**config.mk**
```make
export PLATFORM = sky130hd
export DESIGN_NAME = bsa_ram
export DESIGN_NICKNAME = d
export VERILOG_FILES = /design/src/rtl/bsa_ram.sv
export SDC_FILE = /design/constraint.sdc
export NUM_CORES = 2
export LEC_CHECK = 0
export BUFFER_PORTS_ARGS = -buffer_cell sky130_fd_sc_hd__buf_2
export CAP_MARGIN = 25
export CORE_MARGIN = 1
export CORE_UTILIZATION = 40
export DETAILED_ROUTE_END_ITERATION = 10
export PLACE_DENSITY = 0.58
export SLEW_MARGIN = 20
export SYNTH_ARGS = -nofsm -noshare
export SYNTH_HDL_FRONTEND = slang
export SYNTH_SLANG_ARGS = --single-unit
```
**constraint.sdc**
```tcl
create_clock -name i_clk -period 11.6 [get_ports i_clk]
set_clock_uncertainty 0.1 [all_clocks]
set_input_delay 0.58 -clock i_clk [delete_from_list [all_inputs] [get_ports i_clk]]
set_output_delay 0.58 -clock i_clk [all_outputs]
set_load 0.02 [all_outputs]
```
**src/rtl/bsa_ram.sv**
```systemverilog
// bsa_ram: generic simple dual port ram, one write and one registered read port
// no dependencies
module bsa_ram #(
    parameter int WIDTH = 64,
    parameter int DEPTH = 64
) (
    input  logic                     i_clk,
    input  logic                     i_we,
    input  logic [$clog2(DEPTH)-1:0] i_waddr,
    input  logic [WIDTH-1:0]         i_wdata,
    input  logic [$clog2(DEPTH)-1:0] i_raddr,
    output logic [WIDTH-1:0]         o_rdata
);

    logic [WIDTH-1:0] r_mem [DEPTH];

    always_ff @(posedge i_clk) begin
        if (i_we) begin
            r_mem[i_waddr] <= i_wdata;
        end
        o_rdata <= r_mem[i_raddr];
    end

endmodule

```
==> results.sh <==
export IMPL_fmax_mhz=246
export IMPL_holdWs_ps=9.17
export IMPL_cts_tree="yes"
export IMPL_total_negative_setup_slack_ps=0
export IMPL_clock_latency_ps=960
export IMPL_placer_congestion=0.765
export IMPL_timing_worst_setup_path_type="input pin to register"
export IMPL_powerDensity_mw_per_mm2=177
export IMPL_part_of_the_yosys_area_used_for_sequential_elements_pct=79.5
export IMPL_initial_utilization_pct=40.2
export IMPL_synth_warnings=0
export IMPL_holdPathStages=1
export IMPL_fp_row_count=229
export IMPL_final_worst_path_period_need_ps=4070
export IMPL_htree_levels=5
export IMPL_grt_pass1_vias=76000
export IMPL_cts_inserted_buffers=419
export IMPL_hold_path_startpoint="i_wdata[3]"
export IMPL_worst_path_fanout_max=84
export IMPL_cp_end_kind="register"
export IMPL_clk_pin_slew_worst_setup_hold_paths_ps=60
export IMPL_numPortBuffers=141
export IMPL_r2r_slack_ps=9240
export IMPL_max_cap_violations=0
export IMPL_drt_initial_drc_count=10200
export IMPL_grt_total_usage_pct=22.5
export IMPL_violations="DRC"
export IMPL_fp_dieH_um=627
export IMPL_syn_nets=6676
export IMPL_post_drt_wl_per_cell_um=35.5
export IMPL_hold_path_class="input pin to register"
export IMPL_whs_endpoint="r_mem[45][3]"
export IMPL_clockRootBuffer="sky130_fd_sc_hd__clkbuf_16"
export IMPL_syn2layout_area_growth_pct=14.5
export IMPL_die_area_mm2=0.393
export IMPL_post_synth_inst_count=6598
export IMPL_setup_worst_path_start_class="input pin"
export IMPL_dp_hpwl_mm=232
export IMPL_rsz0062_at_grt="no"
export IMPL_cts_sink_count=4160
export IMPL_cts_max_path_buffers=4
export IMPL_worst_slew_pin_slew_ps=1160
export IMPL_die_width_um=627
export IMPL_worst_r2r_cell_count=5
export IMPL_vias_per_instance=6.00
export IMPL_relSlewSlack_pct=22.8
export IMPL_post_layout_nonfiller_instances=12600
export IMPL_grt_antenna_before_repair=42
export IMPL_route_detailed_drc=32
export IMPL_grt_start_max_net_pins=140
export IMPL_power_leakage_nw=55.5
export IMPL_worst_r2r_src="r_mem[47][3]"
export IMPL_end_of_the_worst_register_to_register_path="o_rdata[3]"
export IMPL_detail_route_wirelength_mm=448
export IMPL_core_area_mm2=0.389
export IMPL_drive_above_1_share_pct=28.8
export IMPL_post_cts_resized_instances=0
export IMPL_globalRouteOverflowTotal=0
export IMPL_drv_slew=0
export IMPL_worst_ep_required_time_ps=12280
export IMPL_grt_first_pass_wirelength_mm=617
export IMPL_count_of_final_hold_check_violations=0
export IMPL_finalSetupViolations=0
export IMPL_synth_area_mm2=0.156
export IMPL_floorplan_io_pins=142
export IMPL_detail_route_antenna_nets=0
export IMPL_post_route_period_util_pct=35.1
export IMPL_routed_via_count=75800
export IMPL_largest_stage_delay_on_the_critical_path_ps=840
export IMPL_place_detailed_instances=11800
export IMPL_crit_slowest_cell="sky130_fd_sc_hd__buf_4"
export IMPL_run_status="finished, violations left"
export IMPL_ir_worst_vdd_mv=0.126
export IMPL_count_of_unique_library_cells_instantiated_by_yosys=33
export IMPL_ys_seq_elements=4160
export IMPL_cp_cell_sequence="buf_12, buf_12, buf_4, buf_4, mux4_2, mux2i_1, nand2_1, a31oi_1, a211oi_1"
export IMPL_number_of_detailed_routing_iterations_run_before_antenna_repair=9
export IMPL_synth_avg_cell_area_um2=23.7
export IMPL_final_nets=7141
export IMPL_worst_path_arrival_ps=4750
[worst max-delay path: cells and delay by family]
kind,cells,cell delay (ps)
compound gates,2,460
buf+inv,4,2620
mux,2,780
simple gates,1,90
[metrics by stage]
stage	setup slack, ps	area (um2)	power [mW]	utilization [%]
after detailed placement	6390	164000	18.5	42.2
after CTS	7400	178000	31.8	45.7
after global routing	7090	179000	32.5	46.0
final	7530	179000	31.7	46.0
after floorplan	5480	156000	17.8	-
after global placement	6460	164000	18.5	42.2
[routing by layer]
layer | GRT usage (%) | routed length, um | vias up
li1 | - | - | 29500
met2 | 36.8 | 219000 | 3649
met4 | 5.57 | 10900 | 6
met1 | 32.0 | 183000 | 42100
met3 | 3.41 | 36200 | 623
met5 | 0 | 34 | -
[where the power goes]
part	internal [mW]	total (mW)	switching, mW
clock network	7.77	13.5	5.69
logic	0.545	1.48	0.932
registers	16.6	16.7	0.0786
[state kept, by name, indices dropped and copies added (netlist names)]
register	cells
o_rdata	64
r_mem	4096
[cells in the final DEF (no fill, tap or decap), types with 7 or more instances in the layout]
cell                            instances
sky130_fd_sc_hd__a211oi_1              62
sky130_fd_sc_hd__a22o_1                88
sky130_fd_sc_hd__a22oi_1              168
sky130_fd_sc_hd__a2bb2oi_1             19
sky130_fd_sc_hd__a31oi_1               18
sky130_fd_sc_hd__a41oi_1               26
sky130_fd_sc_hd__and3_1                64
sky130_fd_sc_hd__buf_12                53
sky130_fd_sc_hd__buf_16                 8
sky130_fd_sc_hd__buf_2                125
sky130_fd_sc_hd__buf_4                194
sky130_fd_sc_hd__bufinv_16             36
sky130_fd_sc_hd__clkbuf_1              90
sky130_fd_sc_hd__clkbuf_16            428
sky130_fd_sc_hd__clkbuf_8              32
sky130_fd_sc_hd__clkinv_1              68
sky130_fd_sc_hd__clkinv_2              80
sky130_fd_sc_hd__clkinvlp_4            13
sky130_fd_sc_hd__dfxtp_1               64
sky130_fd_sc_hd__diode_2               26
sky130_fd_sc_hd__dlygate4sd3_1         28
sky130_fd_sc_hd__edfxtp_1            4096
sky130_fd_sc_hd__inv_1                 19
sky130_fd_sc_hd__inv_16                 7
sky130_fd_sc_hd__inv_6                 10
sky130_fd_sc_hd__mux2i_1              135
sky130_fd_sc_hd__mux4_2              1024
sky130_fd_sc_hd__nand2_1               54
sky130_fd_sc_hd__nand2b_1               9
sky130_fd_sc_hd__nand3_1               45
sky130_fd_sc_hd__nor2_1                47
sky130_fd_sc_hd__nor2_4                65
sky130_fd_sc_hd__nor2b_1               24
sky130_fd_sc_hd__o221ai_1              38
sky130_fd_sc_hd__o22ai_1               83
sky130_fd_sc_hd__or2_2                 28
sky130_fd_sc_hd__or3_1                 29
[synth_stat cells]
cell type	number	area [um2]
sky130_fd_sc_hd__o221ai_1	38	333
sky130_fd_sc_hd__nand3_1	45	225
sky130_fd_sc_hd__nand3b_1	2	15.0
sky130_fd_sc_hd__and3_1	64	400
sky130_fd_sc_hd__buf_2	170	851
sky130_fd_sc_hd__o22ai_1	83	519
sky130_fd_sc_hd__nor3_1	2	10.0
sky130_fd_sc_hd__nand2b_1	11	68.8
sky130_fd_sc_hd__clkbuf_1	140	526
sky130_fd_sc_hd__nand2_1	58	218
sky130_fd_sc_hd__nor2b_1	28	175
sky130_fd_sc_hd__a211oi_1	63	473
sky130_fd_sc_hd__mux2i_1	135	1350
sky130_fd_sc_hd__nand4b_1	1	8.76
sky130_fd_sc_hd__a22o_1	88	771
sky130_fd_sc_hd__buf_6	6	67.6
sky130_fd_sc_hd__mux4_2	1024	23100
sky130_fd_sc_hd__buf_1	20	75.1
sky130_fd_sc_hd__or3b_2	1	8.76
sky130_fd_sc_hd__a41oi_1	26	228
sky130_fd_sc_hd__edfxtp_1	4096	123000
sky130_fd_sc_hd__and2_1	3	18.8
sky130_fd_sc_hd__inv_1	19	71.3
sky130_fd_sc_hd__or2_2	28	175
sky130_fd_sc_hd__a22oi_1	168	1260
sky130_fd_sc_hd__a31o_1	1	8.76
sky130_fd_sc_hd__a2bb2oi_1	19	166
sky130_fd_sc_hd__nand4_1	2	12.5
sky130_fd_sc_hd__buf_4	34	255
sky130_fd_sc_hd__dfxtp_1	64	1280
sky130_fd_sc_hd__a31oi_1	18	113
sky130_fd_sc_hd__or3_1	29	181
sky130_fd_sc_hd__nor2_1	112	420
[cells by family (layout without fill, tap and decap cells)]
logic type	after synthesis	count (layout)	share of synthesized area, %
flops	4160	4160	79.5
mux	1159	1159	15.6
compound gates	504	504	2.48
buf+inv	389	1203	1.18
simple gates	386	386	1.24
other cells	0	26	0
[timing repair]
action | 4_1_cts | 5_1_grt
hold endpoints to repair | 0 | 400
setup buffers | 0 | 0
hold buffers | 0 | 28
endpoints found under the setup margin | 0 | 0
[area by class of cell]
| type | count | area (um2) |
|---|---|---|
| Fill cell | 32100 | 210000 |
| Sequential cell | 4160 | 124000 |
| Multi-Input combinational cell | 2049 | 30800 |
| Clock buffer | 550 | 11500 |
| Tap cell | 5197 | 6500 |
| Timing Repair Buffer | 414 | 3730 |
| Clock inverter | 220 | 2160 |
| Inverter | 19 | 71.3 |
| Antenna cell | 26 | 65.1 |
[worst max-delay path by stage]
stage	startpoint	to	slack, ps	cells after the start
floorplan	i_waddr[3]	r_mem[48][0]	5480	4
global placement	i_raddr[0]	o_rdata[40]	6460	9
detailed placement	i_raddr[0]	o_rdata[39]	6390	9
CTS	i_raddr[0]	o_rdata[39]	7400	9
global route	i_raddr[0]	o_rdata[39]	7090	9
finish	i_raddr[0]	o_rdata[39]	7530	9
Power figures use the tool's default switching activity.
